--- config.mk ---
export PLATFORM = sky130hd
export DESIGN_NAME = priority_ring_buffer_with_drop_core
export DESIGN_NICKNAME = d
export VERILOG_FILES = /design/src/hdl/prbd_pkg.sv /design/src/hdl/prbd_ctrl.sv /design/src/hdl/prbd_datapath.sv /design/src/hdl/priority_ring_buffer_with_drop_core.sv
export SDC_FILE = /design/constraint.sdc
export NUM_CORES = 1
export LEC_CHECK = 0
export ABC_AREA = 1
export BUFFER_PORTS_ARGS = -buffer_cell sky130_fd_sc_hd__buf_2
export CELL_PAD_IN_SITES_DETAIL_PLACEMENT = 0
export CELL_PAD_IN_SITES_GLOBAL_PLACEMENT = 1
export CORE_ASPECT_RATIO = 1.5
export CORE_UTILIZATION = 40
export DETAILED_ROUTE_END_ITERATION = 12
export GPL_TIMING_DRIVEN = 0
export PLACE_DENSITY_LB_ADDON = 0.1
export SLEW_MARGIN = 20
export SYNTH_ARGS = -nofsm -noshare
export SYNTH_HDL_FRONTEND = slang
export SYNTH_HIERARCHICAL = 1
export SYNTH_SLANG_ARGS = --single-unit
--- constraint.sdc ---
create_clock -name aclk -period 4.2 [get_ports aclk]
set_input_delay 0.21 -clock aclk [delete_from_list [all_inputs] [get_ports aclk]]
set_output_delay 0.21 -clock aclk [all_outputs]
set_load 0.02 [all_outputs]
--- src/hdl/prbd_pkg.sv ---
// Package for the priority ring buffer with drop: sizes, result codes,
// controller states and the command/status structs between controller and datapath.
// No dependencies.
`default_nettype none

package prbd_pkg;

    // Ring geometry
    localparam int SLOTS       = 8;
    localparam int PTR_W       = $clog2(SLOTS);
    localparam int OCC_W       = $clog2(SLOTS + 1);
    localparam int MAX_RESULTS = 8;
    localparam int CNT_W       = (OCC_W > 4) ? OCC_W : 4;

    // Field widths
    localparam int SRC_W  = 4;
    localparam int TAG_W  = 16;
    localparam int REQ_W  = 4;
    localparam int KIND_W = 2;
    localparam int OCCO_W = 4;

    // Operation codes
    localparam logic OP_STORE   = 1'b0;
    localparam logic OP_REQUEST = 1'b1;

    // Result kinds
    typedef enum logic [KIND_W-1:0] {
        KIND_STORED     = 2'd0,
        KIND_EVICTED    = 2'd1,
        KIND_DISPATCHED = 2'd2,
        KIND_NONE       = 2'd3
    } kind_t;

    // Controller states
    typedef enum logic [2:0] {
        ST_IDLE,
        ST_STORE_FIND,
        ST_REQ_CHECK,
        ST_DQ_SCAN,
        ST_DQ_SEEK,
        ST_DQ_POP,
        ST_EMIT
    } state_t;

    // Controller to datapath
    typedef struct packed {
        logic load;      // capture input item
        logic ptr_adv;   // advance pointer one slot
        logic store;     // write package at pointer, evict if full
        logic none;      // nothing to dispatch
        logic scan;      // one step of the minimum search
        logic seek;      // move pointer to the best slot
        logic pop;       // dispatch and free slot at pointer
        logic emit;      // load output register
    } cmd_t;

    // Datapath to controller
    typedef struct packed {
        logic op_request;
        logic ptr_valid;
        logic full;
        logic take_zero;
        logic scan_last;
        logic res_last;
        logic out_free;
    } status_t;

endpackage

`default_nettype wire

--- src/hdl/prbd_ctrl.sv ---
// Controller state machine for the priority ring buffer with drop.
// Depends on prbd_pkg (state_t, cmd_t, status_t).
`default_nettype none

module prbd_ctrl (
    input  wire logic             aclk,
    input  wire logic             aresetn,
    input  wire logic             s_valid,
    output logic                  s_ready,
    input  wire prbd_pkg::status_t status,
    output prbd_pkg::cmd_t        cmd
);
    import prbd_pkg::*;

    state_t state_reg, state_next;

    // State register
    always_ff @(posedge aclk) begin
        if (!aresetn) begin
            state_reg <= ST_IDLE;
        end else begin
            state_reg <= state_next;
        end
    end

    // Next state and commands
    always_comb begin
        state_next = state_reg;
        cmd        = '0;
        s_ready    = 1'b0;
        case (state_reg)
            ST_IDLE: begin
                s_ready = 1'b1;
                if (s_valid) begin
                    cmd.load = 1'b1;
                    state_next = ST_STORE_FIND;
                end
            end
            ST_STORE_FIND: begin
                if (status.op_request) begin
                    state_next = ST_REQ_CHECK;
                end else if (status.full || !status.ptr_valid) begin
                    cmd.store  = 1'b1;
                    state_next = ST_EMIT;
                end else begin
                    cmd.ptr_adv = 1'b1;
                end
            end
            ST_REQ_CHECK: begin
                if (status.take_zero) begin
                    cmd.none   = 1'b1;
                    state_next = ST_EMIT;
                end else begin
                    state_next = ST_DQ_SCAN;
                end
            end
            ST_DQ_SCAN: begin
                cmd.scan = 1'b1;
                if (status.scan_last) begin
                    state_next = ST_DQ_SEEK;
                end
            end
            ST_DQ_SEEK: begin
                cmd.seek   = 1'b1;
                state_next = ST_DQ_POP;
            end
            ST_DQ_POP: begin
                cmd.pop    = 1'b1;
                state_next = ST_EMIT;
            end
            ST_EMIT: begin
                if (status.out_free) begin
                    cmd.emit   = 1'b1;
                    state_next = status.res_last ? ST_IDLE : ST_DQ_SCAN;
                end
            end
            default: begin
                state_next = ST_IDLE;
            end
        endcase
    end

endmodule

`default_nettype wire

--- src/hdl/prbd_datapath.sv ---
// Datapath for the priority ring buffer with drop: slot registers, ring pointer,
// occupancy count, minimum search registers and the output register.
// Depends on prbd_pkg (sizes, kind_t, cmd_t, status_t).
`default_nettype none

module prbd_datapath (
    input  wire logic                       aclk,
    input  wire logic                       aresetn,
    input  wire prbd_pkg::cmd_t             cmd,
    output prbd_pkg::status_t               status,
    input  wire logic                       s_operation,
    input  wire logic [prbd_pkg::SRC_W-1:0] s_source_number,
    input  wire logic [prbd_pkg::TAG_W-1:0] s_package_tag,
    input  wire logic [prbd_pkg::REQ_W-1:0] s_request_count,
    output logic                            m_valid,
    input  wire logic                       m_ready,
    output logic [prbd_pkg::KIND_W-1:0]     m_result_kind,
    output logic [prbd_pkg::SRC_W-1:0]      m_out_source,
    output logic [prbd_pkg::TAG_W-1:0]      m_out_tag,
    output logic [prbd_pkg::OCCO_W-1:0]     m_occupied,
    output logic                            m_last
);
    import prbd_pkg::*;

    // Slot storage
    logic             slot_valid_reg  [SLOTS];
    logic [SRC_W-1:0] slot_source_reg [SLOTS];
    logic [TAG_W-1:0] slot_tag_reg    [SLOTS];

    logic [PTR_W-1:0] ptr_reg;
    logic [OCC_W-1:0] occ_reg;

    // Captured input item
    logic             op_reg;
    logic [SRC_W-1:0] src_reg;
    logic [TAG_W-1:0] tag_reg;
    logic [REQ_W-1:0] take_reg;

    // Minimum search
    logic [PTR_W-1:0] scan_cnt_reg;
    logic [SRC_W:0]   best_reg;
    logic [PTR_W-1:0] best_pos_reg;

    // Pending result
    kind_t            res_kind_reg;
    logic [SRC_W-1:0] res_src_reg;
    logic [TAG_W-1:0] res_tag_reg;
    logic             res_last_reg;

    logic             full;
    logic [PTR_W-1:0] ptr_inc;
    logic             cur_valid;
    logic [SRC_W-1:0] cur_src;
    logic [TAG_W-1:0] cur_tag;
    logic [SRC_W:0]   best_eff;
    logic             better;
    logic [CNT_W-1:0] occ_cap;
    logic [CNT_W-1:0] req_ext;
    logic [CNT_W-1:0] take_calc;

    // Slot at the pointer
    assign cur_valid = slot_valid_reg[ptr_reg];
    assign cur_src   = slot_source_reg[ptr_reg];
    assign cur_tag   = slot_tag_reg[ptr_reg];
    assign full      = (occ_reg == OCC_W'(SLOTS));
    assign ptr_inc   = (ptr_reg == PTR_W'(SLOTS - 1)) ? '0 : ptr_reg + 1'b1;

    // Search compare: the first step sees an empty best
    assign best_eff = (scan_cnt_reg == '0) ? (SRC_W + 1)'(1 << SRC_W) : best_reg;
    assign better   = cur_valid && ({1'b0, cur_src} < best_eff);

    // Count to dispatch, capped by occupancy and the result limit
    assign occ_cap   = (CNT_W'(occ_reg) > CNT_W'(MAX_RESULTS)) ? CNT_W'(MAX_RESULTS)
                                                               : CNT_W'(occ_reg);
    assign req_ext   = CNT_W'(s_request_count);
    assign take_calc = (req_ext < occ_cap) ? req_ext : occ_cap;

    // Status
    always_comb begin
        status            = '0;
        status.op_request = (op_reg == OP_REQUEST);
        status.ptr_valid  = cur_valid;
        status.full       = full;
        status.take_zero  = (take_reg == '0);
        status.scan_last  = (scan_cnt_reg == PTR_W'(SLOTS - 1));
        status.res_last   = res_last_reg;
        status.out_free   = !m_valid || m_ready;
    end

    // Input capture
    always_ff @(posedge aclk) begin
        if (cmd.load) begin
            op_reg  <= s_operation;
            src_reg <= s_source_number;
            tag_reg <= s_package_tag;
        end
    end

    // Valid bits, pointer, occupancy, dispatch count
    always_ff @(posedge aclk) begin
        if (!aresetn) begin
            for (int i = 0; i < SLOTS; i++) begin
                slot_valid_reg[i] <= 1'b0;
            end
            ptr_reg      <= '0;
            occ_reg      <= '0;
            take_reg     <= '0;
            scan_cnt_reg <= '0;
        end else begin
            if (cmd.load) begin
                take_reg <= REQ_W'(take_calc);
            end
            if (cmd.ptr_adv) begin
                ptr_reg <= ptr_inc;
            end
            if (cmd.store) begin
                slot_valid_reg[ptr_reg] <= 1'b1;
                ptr_reg                 <= ptr_inc;
                if (!full) begin
                    occ_reg <= occ_reg + 1'b1;
                end
            end
            // Pointer walks the whole ring and comes back to its origin
            if (cmd.scan) begin
                ptr_reg      <= ptr_inc;
                scan_cnt_reg <= status.scan_last ? '0 : scan_cnt_reg + 1'b1;
            end
            if (cmd.seek) begin
                ptr_reg <= best_pos_reg;
            end
            if (cmd.pop) begin
                slot_valid_reg[ptr_reg] <= 1'b0;
                occ_reg                 <= occ_reg - 1'b1;
                take_reg                <= take_reg - 1'b1;
            end
        end
    end

    // Slot payload
    always_ff @(posedge aclk) begin
        if (cmd.store) begin
            slot_source_reg[ptr_reg] <= src_reg;
            slot_tag_reg[ptr_reg]    <= tag_reg;
        end
    end

    // Minimum search; strict compare keeps the first match from the origin
    always_ff @(posedge aclk) begin
        if (cmd.scan) begin
            if (better) begin
                best_reg     <= {1'b0, cur_src};
                best_pos_reg <= ptr_reg;
            end else begin
                best_reg <= best_eff;
            end
        end
    end

    // Pending result
    always_ff @(posedge aclk) begin
        if (cmd.store) begin
            res_kind_reg <= full ? KIND_EVICTED : KIND_STORED;
            res_src_reg  <= full ? cur_src : '0;
            res_tag_reg  <= full ? cur_tag : '0;
            res_last_reg <= 1'b1;
        end
        if (cmd.none) begin
            res_kind_reg <= KIND_NONE;
            res_src_reg  <= '0;
            res_tag_reg  <= '0;
            res_last_reg <= 1'b1;
        end
        if (cmd.pop) begin
            res_kind_reg <= KIND_DISPATCHED;
            res_src_reg  <= cur_src;
            res_tag_reg  <= cur_tag;
            res_last_reg <= (take_reg == REQ_W'(1));
        end
    end

    // Output register
    always_ff @(posedge aclk) begin
        if (!aresetn) begin
            m_valid <= 1'b0;
        end else if (cmd.emit) begin
            m_valid <= 1'b1;
        end else if (m_ready) begin
            m_valid <= 1'b0;
        end
    end

    always_ff @(posedge aclk) begin
        if (cmd.emit) begin
            m_result_kind <= res_kind_reg;
            m_out_source  <= res_src_reg;
            m_out_tag     <= res_tag_reg;
            m_occupied    <= OCCO_W'(occ_reg);
            m_last        <= res_last_reg;
        end
    end

endmodule

`default_nettype wire

--- src/hdl/priority_ring_buffer_with_drop_core.sv ---
// Priority ring buffer with drop, top level: controller plus datapath, one item at a time.
// Store: the item is captured, then the pointer walks occupied slots to a free one, or the
// item is stored at the pointer when the ring is full, then the result is emitted.
// Request: a zero count gives a "nothing available" result; otherwise each dispatch takes a
// ring walk, seek, pop and emit. Output stalls hold the result in the emit state.
// Reset (aresetn, synchronous): all slots empty, pointer at slot 0, output register empty.
`default_nettype none

module priority_ring_buffer_with_drop_core (
    input  wire logic                        aclk,
    input  wire logic                        aresetn,
    input  wire logic                        s_valid,
    output logic                             s_ready,
    input  wire logic                        s_operation,
    input  wire logic [prbd_pkg::SRC_W-1:0]  s_source_number,
    input  wire logic [prbd_pkg::TAG_W-1:0]  s_package_tag,
    input  wire logic [prbd_pkg::REQ_W-1:0]  s_request_count,
    output logic                             m_valid,
    input  wire logic                        m_ready,
    output logic [prbd_pkg::KIND_W-1:0]      m_result_kind,
    output logic [prbd_pkg::SRC_W-1:0]       m_out_source,
    output logic [prbd_pkg::TAG_W-1:0]       m_out_tag,
    output logic [prbd_pkg::OCCO_W-1:0]      m_occupied,
    output logic                             m_last
);
    import prbd_pkg::*;

    cmd_t    cmd;
    status_t status;

    prbd_ctrl u_ctrl (
        .aclk    (aclk),
        .aresetn (aresetn),
        .s_valid (s_valid),
        .s_ready (s_ready),
        .status  (status),
        .cmd     (cmd)
    );

    prbd_datapath u_datapath (
        .aclk            (aclk),
        .aresetn         (aresetn),
        .cmd             (cmd),
        .status          (status),
        .s_operation     (s_operation),
        .s_source_number (s_source_number),
        .s_package_tag   (s_package_tag),
        .s_request_count (s_request_count),
        .m_valid         (m_valid),
        .m_ready         (m_ready),
        .m_result_kind   (m_result_kind),
        .m_out_source    (m_out_source),
        .m_out_tag       (m_out_tag),
        .m_occupied      (m_occupied),
        .m_last          (m_last)
    );

endmodule

`default_nettype wire

# ---- Yosys cells after proc, flatten, opt, wreduce, memory -nomap -nowiden
# Memories as Yosys holds them, arrays and structs flattened. A register that Yosys moved wholly into a read port is not among the register bits.
# Cells that the tools add are included.
dict set report word_totals {
  elab_cells 139
  mem_bits_rw 168
  out_inout_bits 29
  memories 3
  input_bits 29
  reg_bits 97
}
dict set report op_classes {
  mux 71
  add_sub_neg 5
  magnitude_cmp 3
  bitwise 1
  n_eq_ne 15
  reduce_logical 19
}
# memory depth word_bits rd rd_ports_with_merged_regs wr line_no
set memory_table {}
lappend memory_table {u_datapath.slot_tag_reg 8 16 1 1 1 prbd_datapath.sv:28} ;# logic [TAG_W-1:0] slot_tag_reg [SLOTS];
lappend memory_table {u_datapath.slot_source_reg 8 4 1 1 1 prbd_datapath.sv:27} ;# logic [SRC_W-1:0] slot_source_reg [SLOTS];
lappend memory_table {u_datapath.slot_valid_reg 8 1 1 1 8 prbd_datapath.sv:26} ;# logic slot_valid_reg [SLOTS];
# op n
set op_table {}
lappend op_table {{2-to-1 mux 16 bit} 4}
lappend op_table {{2-to-1 mux 3 bit} 19}
lappend op_table {{2-to-1 mux 4 bit} 12}
lappend op_table {{2-to-1 mux 1 bit} 31}
lappend op_table {{case mux 3 bit (7 select lines)} 1}
lappend op_table {{equality test 3 bit (second input constant)} 5}
lappend op_table {{nonzero test 2 bit} 4}
lappend op_table {{subtractor 4 x 1 -> 4 bit (second input constant)} 2}
lappend op_table {{adder 3 x 1 -> 3 bit (second input constant)} 2}
lappend op_table {{equality test 3 x 2 -> 1 bit (second input constant)} 2}
lappend op_table {{zero test 3 bit} 2}
lappend op_table {{2-to-1 mux 2 bit} 3}
lappend op_table {{inequality test 2 bit (second input constant)} 3}
lappend op_table {{less-than comparator 4 x 5 -> 1 bit} 1}
lappend op_table {{2-to-1 mux 5 bit} 1}
lappend op_table {{adder 4 x 1 -> 4 bit (second input constant)} 1}
lappend op_table {{equality test 4 x 1 -> 1 bit (second input constant)} 1}
lappend op_table {{equality test 4 bit (second input constant)} 1}
lappend op_table {{greater-than comparator 4 bit (second input constant)} 1}
lappend op_table {{zero test 4 bit} 1}
lappend op_table {{less-than comparator 4 bit} 1}
lappend op_table {{AND reduction 2 bit} 2}
lappend op_table {{AND reduction 4 bit} 1}
lappend op_table {{nonzero test 4 bit} 1}
lappend op_table {{10 further kinds} 12}

# ---- Logic depth before layout (Yosys ltp)
# Gate-level depths: netlist of the first run.
dict set report logic_depth {
  word_depth 11
  depth_mapped 16
  ltp_nobuf 14
}

# ---- Hierarchy
# The synthesis of the first run kept the hierarchy.
# module cells_each area_per_inst_um2 n_inst
set by_module_without_submodules {}
lappend by_module_without_submodules {prbd_datapath 816 10436.3 1}
lappend by_module_without_submodules {prbd_ctrl 60 336.6 1}

# ---- Worst setup path after synthesis of the first run
# No wires, ideal clock.
dict set report synth_timing {
  path_kind {register to register}
  from {reg with a tool-made name}
  to {mem u_datapath.slot_source_reg[7][0], enable pin}
  setup_ns 0.448
  t_arrival_ns 3.870
  setup_slack_ns -0.118
  synth_period_minus_slack_ns 4.318
  stages_incl_launch_ff 15
  n_path_buf 4
  required_time_ns 3.752
  cell_sequence {dfxtp_1 > inv_2 > buf_6 > buf_6 > o21ai_2 > o21ai_1 > nand2_2 > nand2_4 > buf_4 > inv_1 > nor2_1 > nor3_1 > inv_1 > buf_1 > nor4_1}
}
# item line_no
set synth_lines {}
lappend synth_lines {{to (decl)} prbd_datapath.sv:27}

==> run metrics, run 1 <==
Slew headroom=0.501; end of the worst hold path=u_datapath/take_reg[1]; DP HPWL=17700 microns; CTS max path bufs=3; CP peak stage delay=between 0.6 and 0.7 ns; final setup margin=0.220 ns; Power per Cell Area=roughly 660 nW/um^2; WL/cell=between 15 and 20 microns; NumNets Final=~1100; global-route wire length before repair=38800 microns; core area=26500 sq um; Fmax=between 200 and 300 MHz; Synthesis Warnings=6; synthesized net count=between 900 and 1000; max_cap viols=0; minimum clock period=about 4 ns; RSZ-0062 raised after global routing=yes; RePlAce Congestion=approximately 0.78; antenna violations before repair=0; Post-Route WL=between 20000 and 30000 microns; vias in the first global route=6829; Root Driver=clkbuf_16; Avg Vias per Cell=approximately 5; CP startpoint kind=register; Crit path buffers/inverters=9; worst hold stages=5; CTS sink count=roughly 270; Final Non-Filler Cells=1379; share of cells above drive strength 1=0.185; Skew-Pair Late Insertion Delay=0.54 ns; H-tree lvl count=1; row cnt=73; die height=just over 200 microns; Leakage=about 0.0048 uW; max reg flops=between 100 and 150; delay-heaviest family, CP=buffers and inverters; area grow syn2layout=19.5%; CP max stage cell=nor4_2; crit-path max FO=10; Mapped Cells=~880; status=finished, final reports clean; slack of the worst reg-to-reg path=around 0.22 ns; Initial Util=0.407; Initial DRC Count=329; global route overflow=0; Worst Hold Class=in2reg; Antenna Cells=0; R2R Path End=u_datapath/slot_tag_reg[3][3]; syn_area_per_cell=roughly 12 sq um; Clock transition at path regs=0.07 ns; IO Port Bufs=57; fin crit share=0.948; DRT antenna net count=0; CTS tree=built; DIE WIDTH=136 microns; die footprint=roughly 28000 sq um; Final Max Slew Viols=0; largest net degree at the start of global routing=22; FILL cells=about 2400; DP Worst Slack=0.129 ns; DRT Pass-1 Iters=5; crit path kind=reg2reg; worst ir drop on vdd=a little over 0.0004 V; I/O pins=58; synthesized flop and latch total=between 200 and 300; Syn Std Cell Area=10800 sq um; worst clock skew=~0.01 ns; Hold Startpoint=s_request_count[1]; CP arrival=about 4.2 ns; R2R depth=16; Synth cell types=35; final hold vios=0; CP Cell Sequence=inv_2 > buf_6 > o21ai_0 > o21ai_0 > nand2_1 > nand2_4 > buf_4 > inv_1 > nor2_1 > nor3_1 > inv_1 > buf_1 > nor4_2 > buf_4 > buf_4 > buf_2; gr usage total=0.191; # placed instances=roughly 1300; Setup crit end kind=register; Least-Margin Pin Slew=between 0.7 and 0.8 ns; total number of vias=roughly 6900; Crit path depth=16; final setup fails=0; total power=around 8500 uW; TritonCTS Buffers=26; drt drc=0; CP Data Required Time=between 4 and 5 ns; register area share after synthesis=0.718; Crit path top cell by count=buf_4
what timing repair did:
action | in CTS | in global routing
gates resized for setup | 0 | 2
endpoints found under the setup margin | 0 | 10
hold buffers | 23 | 0
endpoints found under the hold margin | 23 | 0
buffers inserted | 0 | 0
how the worst max path moves through the flow:
stage	end	slack, ns
after floorplan	u_datapath/slot_source_reg[7][0]	-0.12
after global placement	u_datapath/slot_tag_reg[3][3]	-2.74
after detailed placement	u_datapath/slot_tag_reg[7][1]	0.13
after CTS	u_datapath/slot_tag_reg[7][15]	0.07
after global routing	u_datapath/slot_tag_reg[3][1]	-0.02
final	u_datapath/slot_tag_reg[3][3]	0.22
synth_stat cells:
master | number | area (sq um)
nor3_1 | 7 | 35.0
nor2_1 | 152 | 571
ha_1 | 15 | 188
nand2_1 | 73 | 274
o21ai_2 | 1 | 8.76
edfxtp_1 | 237 | 7120
a31oi_1 | 16 | 100
buf_6 | 12 | 135
nand3_2 | 2 | 20.0
buf_1 | 4 | 15.0
inv_1 | 54 | 203
clkbuf_1 | 12 | 45.0
fa_1 | 1 | 20.0
nor4_1 | 8 | 50.1
a21oi_4 | 1 | 16.3
clkinv_4 | 1 | 8.76
buf_4 | 7 | 52.6
o21ai_0 | 98 | 490
buf_2 | 6 | 30.0
inv_2 | 6 | 22.5
o21ai_4 | 1 | 16.3
o22ai_1 | 16 | 100
o21ai_1 | 28 | 140
a21oi_2 | 1 | 8.76
a211oi_1 | 1 | 7.51
nand2_2 | 6 | 37.5
xor2_1 | 1 | 8.76
nor2_2 | 6 | 37.5
o21a_1 | 1 | 7.51
nand3_1 | 31 | 155
nand2_4 | 1 | 11.3
dfxtp_1 | 31 | 621
nand3_4 | 1 | 17.5
nand4_1 | 10 | 62.6
a21oi_1 | 28 | 140
metrics by stage:
step | area, sq um | util | hold WS, ns | TNS (ns)
after floorplan | 10800 | - | 0.309 | -15.36
after global placement | 11500 | 0.433 | 0.386 | -434.08
after detailed placement | 11800 | 0.445 | 0.388 | 0
after CTS | 12900 | 0.485 | 0.0394 | 0
after global routing | 12900 | 0.486 | 0.0915 | -0.136
final | 12900 | 0.486 | 0.0613 | 0
logic make-up (layout without fill, tap and decap cells):
kind of cell             after synthesis  in the layout  synth area share
AND/OR/NAND/NOR                      297            297             0.118
flip-flops                           268            268             0.718
AO/OA/AOI/OAI                        192            192            0.0962
buffers and inverters                102            268            0.0475
adder cells (fa/ha/maj)               16             16            0.0193
XOR/XNOR                               1              1          0.000813
cell type report:
class | count | area, sq um | share of cell area
sequential | 268 | 7740 | 0.601
multi-input combinational | 506 | 2600 | 0.202
timing repair buffer | 120 | 771 | 0.0599
clock buffer | 34 | 702 | 0.0545
tap | 337 | 422 | 0.0327
buffer | 41 | 278 | 0.0216
inverter | 61 | 234 | 0.0182
clock inverter | 12 | 130 | 0.0101
metal layers:
| metal | routed length (microns) | vias to the layer above | GRT usage |
|---|---|---|---|
| met5 | 0 | - | 0 |
| met4 | 970 | 0 | 0.0825 |
| met3 | 835 | 52 | 0.0220 |
| met2 | 13000 | 123 | 0.341 |
| met1 | 10500 | 3306 | 0.228 |
| li1 | - | 3411 | - |
report_power, final:
group	internal (uW)	switching (uW)	leakage, uW
registers	3420	231	0.00241
clock network	1350	964	0.000401
logic	794	1740	0.00197
tightest hold or removal path, cell delays in order:
cell,delay [ns]
buf_2,0.11
inv_1,0.04
nand3_1,0.06
nand3_1,0.08
a21oi_1,0.05
layout by cell type (no fill, tap or decap), types with 24 or more instances in the layout:
cell type	instances
inv_1	54
dfxtp_1	31
o21ai_1	28
buf_2	84
nand2_1	72
a21oi_1	28
nor2_1	152
nand3_1	31
clkbuf_16	27
buf_4	24
edfxtp_1	237
o21ai_0	98
(Power assumes the default switching activity.)
==> run 2: changes to the inputs <==
MAX_ROUTING_LAYER = met4   (was not set)
==> run 2 against run 1 <==
Global-route usage increased by 0.55 points; sequential cell count stayed put; combinational power is essentially flat; die area is the same; sequential share of layout area unchanged; routed wire length increased by 0.13%; final area is the same; worst setup slack worse by 0.0044 ns; sequential power hardly changed.
==> run metrics, run 2 (synthesized netlist as in run 1, its figures left out) <==
CP arrival=4.22 ns (about the same); R2R depth=16 (unchanged); most common cell after layout, fill and taps aside=edfxtp_1; minimum clock period=3.98 ns (+0.00444 ns); # placed instances=1310 (unchanged); Initial Util=0.407 (unchanged); Post-Route WL=25400 microns (+0.13%); largest net degree at the start of global routing=22 (unchanged); Leakage=0.00478 uW (unchanged); IO Port Bufs=57 (unchanged); CP startpoint kind=register; Slew headroom=0.493 (-0.00809); WL/cell=18.4 microns (+0.13%); H-tree lvl count=1 (unchanged); DRT antenna net count=0 (unchanged); Setup crit end kind=register; Initial DRC Count=367 (+12%); RSZ-0062 raised after global routing=yes; global route overflow=0 (unchanged); DP HPWL=17700 microns (unchanged); share of cells above drive strength 1=0.185 (unchanged); DRT Pass-1 Iters=4 (-1); Skew-Pair Late Insertion Delay=0.54 ns (about the same); max reg flops=128 (unchanged); total number of vias=6930 (+0.55%); highest-count cells in the layout ignoring fill and taps=237 x edfxtp_1, 152 x nor2_1, 98 x o21ai_0, 84 x buf_2, 72 x nand2_1; row cnt=73 (unchanged); Least-Margin Pin Slew=0.755 ns (+0.00849 ns); fin crit share=0.949 (+0.00106); gr usage total=0.196 (+0.00554); end of the worst hold path=u_datapath/take_reg[1]; postcts setup bufs=0 (unchanged); area grow syn2layout=19.5% (unchanged); DIE WIDTH=136 microns (unchanged); Worst Hold Class=in2reg; Hold Startpoint=s_request_count[1]; RePlAce Congestion=0.795 (+1.4%); final core utilization=0.486 (unchanged); worst hold stages=5 (unchanged); core area=26500 sq um (unchanged); final hold vios=0 (unchanged); Antenna Cells=0 (unchanged); drt drc=0 (unchanged); CTS max path bufs=3 (unchanged); Final Max Slew Viols=0 (unchanged); die height=203 microns (unchanged); I/O pins=58 (unchanged); final setup fails=0 (unchanged); Power per Cell Area=661 nW/um^2 (about the same); CP Data Required Time=4.44 ns (about the same); R2R Path End=u_datapath/slot_tag_reg[3][3]; CTS tree=built; antenna violations before repair=0 (unchanged); Avg Vias per Cell=5.03 (+0.55%); Root Driver=clkbuf_16; hold slack=0.0607 ns (-0.000601 ns); FILL cells=2405 (unchanged); CTS sink count=268 (unchanged); Fmax=251 MHz (-0.11%); crit path kind=reg2reg; crit-path max FO=10 (unchanged); status=finished, final reports clean; max_cap viols=0 (unchanged); NumNets Final=1069 (unchanged); slack of the worst reg-to-reg path=0.22 ns (about the same); Clock transition at path regs=0.07 ns (about the same); Post-Route Setup TNS=0 ns (unchanged); global-route wire length before repair=38800 microns (about the same); TritonCTS Buffers=26 (unchanged); Final Non-Filler Cells=1379 (unchanged); die footprint=27600 sq um (unchanged); vias in the first global route=6832 (+0.044%); total power=8520 uW (about the same); worst ir drop on vdd=0.000401 V (-0.63%); worst clock skew=0.0106 ns (+0.000445 ns)
## run 2: where the power goes
| group | switching (uW) | internal [uW] |
|---|---|---|
| logic | 1750 | 794 |
| registers | 232 | 3420 |
| clock network | 964 | 1350 |
| total | 2940 | 5570 |
## run 2: how the worst max path moves through the flow
stage / cells after the start / to / start / slack (ns)
2_1_floorplan: 14 / u_datapath/slot_source_reg[7][0] / register / -0.12
3_3_place_gp: 13 / u_datapath/slot_tag_reg[3][3] / register / -2.74
3_5_place_dp: 16 / u_datapath/slot_tag_reg[7][1] / register / 0.13
4_1_cts: 16 / u_datapath/slot_tag_reg[7][15] / register / 0.07
5_1_grt: 16 / u_datapath/slot_tag_reg[3][1] / register / -0.02
6_report: 16 / u_datapath/slot_tag_reg[3][3] / register / 0.22
## run 2: timing repair
action | in CTS | in global routing
setup endpoints to repair | 0 | 10
hold endpoints to repair | 23 | 0
resized for setup | 0 | 2
hold buffers | 23 | 0
## run 2: metal layers
| metal | vias up | part of all wire | GRT usage |
|---|---|---|---|
| met5 | - | 0 | - |
| met4 | 0 | 0.038 | 0.0825 |
| met3 | 52 | 0.030 | 0.0220 |
| met2 | 127 | 0.52 | 0.341 |
| met1 | 3340 | 0.41 | 0.227 |
| li1 | 3411 | - | - |
## run 2: stage by stage
stage               area (sq um)  setup slack, ns
CTS                        12900           0.0738
floorplan                  10800           -0.118
global route               12900          -0.0186
global placement           11500            -2.74
detailed placement         11800            0.129
finish                     12900            0.216
## run 2: final cells by class
type	instances	area, sq um	share of cell area
sequential	268	7740	0.601
inverter	61	234	0.0182
clock inverter	12	130	0.0101
buffer	41	278	0.0216
multi-input combinational	506	2600	0.202
clock buffer	34	702	0.0545
tap	337	422	0.0327
timing repair buffer	120	771	0.0599
## run 2: worst max-delay path, cell delays in order, from the launching register on
cell and delay [ns]:
dfxtp_1 0.44, inv_2 0.09, buf_6 0.15, o21ai_0 0.26, o21ai_0 0.16, nand2_1 0.13, nand2_4 0.10, buf_4 0.15
inv_1 0.04, nor2_1 0.05, nor3_1 0.33, inv_1 0.17, buf_1 0.35, nor4_2 0.64, buf_4 0.26, buf_4 0.15
buf_2 0.20
==> run 3: changes to the inputs <==
BUFFER_PORTS_ARGS = -buffer_cell sky130_fd_sc_hd__buf_4   (was -buffer_cell sky130_fd_sc_hd__buf_2)
==> run 3 against run 2 <==
Non-clock buffer count increased by 1; global-route usage up 0.57 points; register-to-register slack improved by 0.05 ns; count of clock-buffer cells in the layout fell by 3; via count increased by 0.53%; worst setup slack better by 0.052 ns; routed wire length grew 1.3%; clock skew rose by 0.00058 ns; sequential power is essentially flat; power increased by 1.7%; largest power group unchanged.
==> run metrics, run 3 (synthesized netlist as in run 1, its figures left out) <==
vias in the first global route=6993 (+2.4%); crit-path max FO=10 (unchanged); worst clock skew=0.0112 ns (+0.000581 ns); Final Non-Filler Cells=1380 (+0.073%); CTS sink count=268 (unchanged); Initial Util=0.407 (unchanged); CP max stage cell=nor4_2; Internal Power=5710 uW (+2.5%); highest-count cells in the layout ignoring fill and taps=237 x edfxtp_1, 152 x nor2_1, 98 x o21ai_0, 82 x buf_4, 72 x nand2_1; DRT antenna net count=0 (unchanged); CP Data Required Time=4.43 ns (about the same); FILL cells=2413 (+0.33%); sw power=2950 uW (+0.20%); die footprint=27600 sq um (unchanged); Hold Startpoint=s_request_count[1]; switching portion of total power=0.341 (-0.00515); worst ir drop on vdd=0.000374 V (-6.8%); Least-Margin Pin Slew=0.804 ns (+0.0488 ns); RSZ-0062 raised after global routing=no; largest net degree at the start of global routing=22 (unchanged); IO Port Bufs=57 (unchanged); CTS max path bufs=3 (unchanged); Avg Vias per Cell=5.05 (+0.46%); share of cells above drive strength 1=0.192 (+0.00653); Post-Route Setup TNS=0 ns (unchanged); DP HPWL=17900 microns (+1.4%); die height=203 microns (unchanged); area grow syn2layout=21.2%; DIE WIDTH=136 microns (unchanged); TritonCTS Buffers=26 (unchanged); WL/cell=18.6 microns (+1.2%); total power=8660 uW (+1.7%); clock share of power=0.282 (+0.010); CP peak stage delay=0.79 ns (+0.15 ns); NumNets Final=1070 (+0.094%); Antenna Cells=0 (unchanged); final setup margin=0.268 ns (+0.0525 ns); Leakage=0.00486 uW (+1.7%); Root Driver=clkbuf_16; Slew headroom=0.460 (-0.0328); core area=26500 sq um (unchanged); CP startpoint kind=register; CTS tree=built; delay-heaviest family, CP=buffers and inverters; Fmax=254 MHz (+1.3%); DP Worst Slack=0.277 ns (+0.148 ns); global-route wire length before repair=40100 microns (+3.4%); final hold vios=0 (unchanged); Final Max Slew Viols=0 (unchanged); CP arrival=4.17 ns (-0.05 ns); CP Cell Sequence=inv_2 > buf_6 > o21ai_0 > o21ai_0 > nand2_1 > nand2_4 > buf_4 > inv_1 > nor2_1 > nor3_1 > inv_1 > buf_1 > nor4_2 > buf_4 > buf_2; antenna violations before repair=0 (unchanged); Clock transition at path regs=0.06 ns (about the same); # placed instances=1311 (+0.076%); postcts setup bufs=0 (unchanged); Post-Route WL=25700 microns (+1.3%); total number of vias=6967 (+0.53%); Multi-input gate area=2590 sq um (-0.67%); DRT Pass-1 Iters=5 (+1); RePlAce Congestion=0.788 (-0.94%); global route overflow=0 (unchanged); crit path kind=reg2reg; Comb pwr share=0.295 (-0.003); Power per Cell Area=663 nW/um^2 (+0.32%); Initial DRC Count=445 (+21%); Worst Hold Class=in2reg; fin crit share=0.936 (-0.0125); drt drc=0 (unchanged); gr usage total=0.202 (+0.00575); final setup fails=0 (unchanged); Flop pwr share=0.422 (-0.007); most common cell after layout, fill and taps aside=edfxtp_1; Crit path buffers/inverters=8 (-1); Setup crit end kind=register; status=finished, final reports clean; Skew-Pair Late Insertion Delay=0.54 ns (about the same); minimum clock period=3.93 ns (-0.0525 ns); max_cap viols=0 (unchanged); final core utilization=0.493 (+0.00676); sequential cell area=7740 sq um (unchanged); H-tree lvl count=1 (unchanged); row cnt=73 (unchanged); max reg flops=128 (unchanged); I/O pins=58 (unchanged)
[run 3: cell count changes in the layout (fill, tap and decap cells not counted), sizes merged]
cell      previous run  this run
buf                126       127
bufinv               3         5
clkbuf              46        43
clkinvlp             1         0
clkinv               9        11
[run 3: final timing paths]
kind,slack [ns],depth (start not counted),end
min reg2reg,0.42,0,u_datapath/m_out_tag[6]
max,0.27,15,u_datapath/slot_tag_reg[3][7]
max reg2reg,0.27,15,u_datapath/slot_tag_reg[3][7]
min,0.08,5,u_datapath/take_reg[1]
[run 3: stage by stage]
stage	area [sq um]	hold WS (ns)
detailed placement	11900	0.389
finish	13100	0.0794
CTS	13100	0.0576
global placement	11600	0.388
floorplan	10800	0.309
global route	13100	0.115
[run 3: layout make-up]
| cell class | instances | share of cell area |
|---|---|---|
| Inverter | 61 | 0.0179 |
| Tap cell | 337 | 0.0323 |
| Clock inverter | 15 | 0.0153 |
| Clock buffer | 31 | 0.0529 |
| Sequential cell | 268 | 0.593 |
| Timing Repair Buffer | 121 | 0.0696 |
| Multi-Input combinational cell | 506 | 0.198 |
| Buffer | 41 | 0.0213 |
[run 3: worst reg2reg max path, cell delays in order (launching register included)]
cell	delay, ns
dfxtp_1	0.42
inv_2	0.07
buf_6	0.15
o21ai_0	0.21
o21ai_0	0.16
nand2_1	0.13
nand2_4	0.10
buf_4	0.15
inv_1	0.04
nor2_1	0.04
nor3_1	0.34
inv_1	0.18
buf_1	0.32
nor4_2	0.79
buf_4	0.29
buf_2	0.22
[run 3: repair_timing]
| action | in CTS | in global routing |
|---|---|---|
| resized for setup | 0 | 0 |
| endpoints found under the hold margin | 29 | 0 |
| hold buffers | 23 | 0 |
| endpoints found under the setup margin | 0 | 0 |
[run 3: layer usage]
metal  up-vias  GRT usage  wire length, microns
met2       132      0.342                 13200
met3        51     0.0205                   768
met4         0     0.0762                   809
met5         -          -                     0
met1      3368      0.247                 10900
li1       3416          -                     -
[run 3: power by group through the flow]
stage	registers (uW)	logic, uW	clock network (uW)
6_report	3660	2560	2450
5_1_grt	3700	2890	2610
4_1_cts	3660	2610	2500
3_5_place_dp	3720	2580	0
3_3_place_gp	3730	2500	0
2_1_floorplan	3650	1690	0
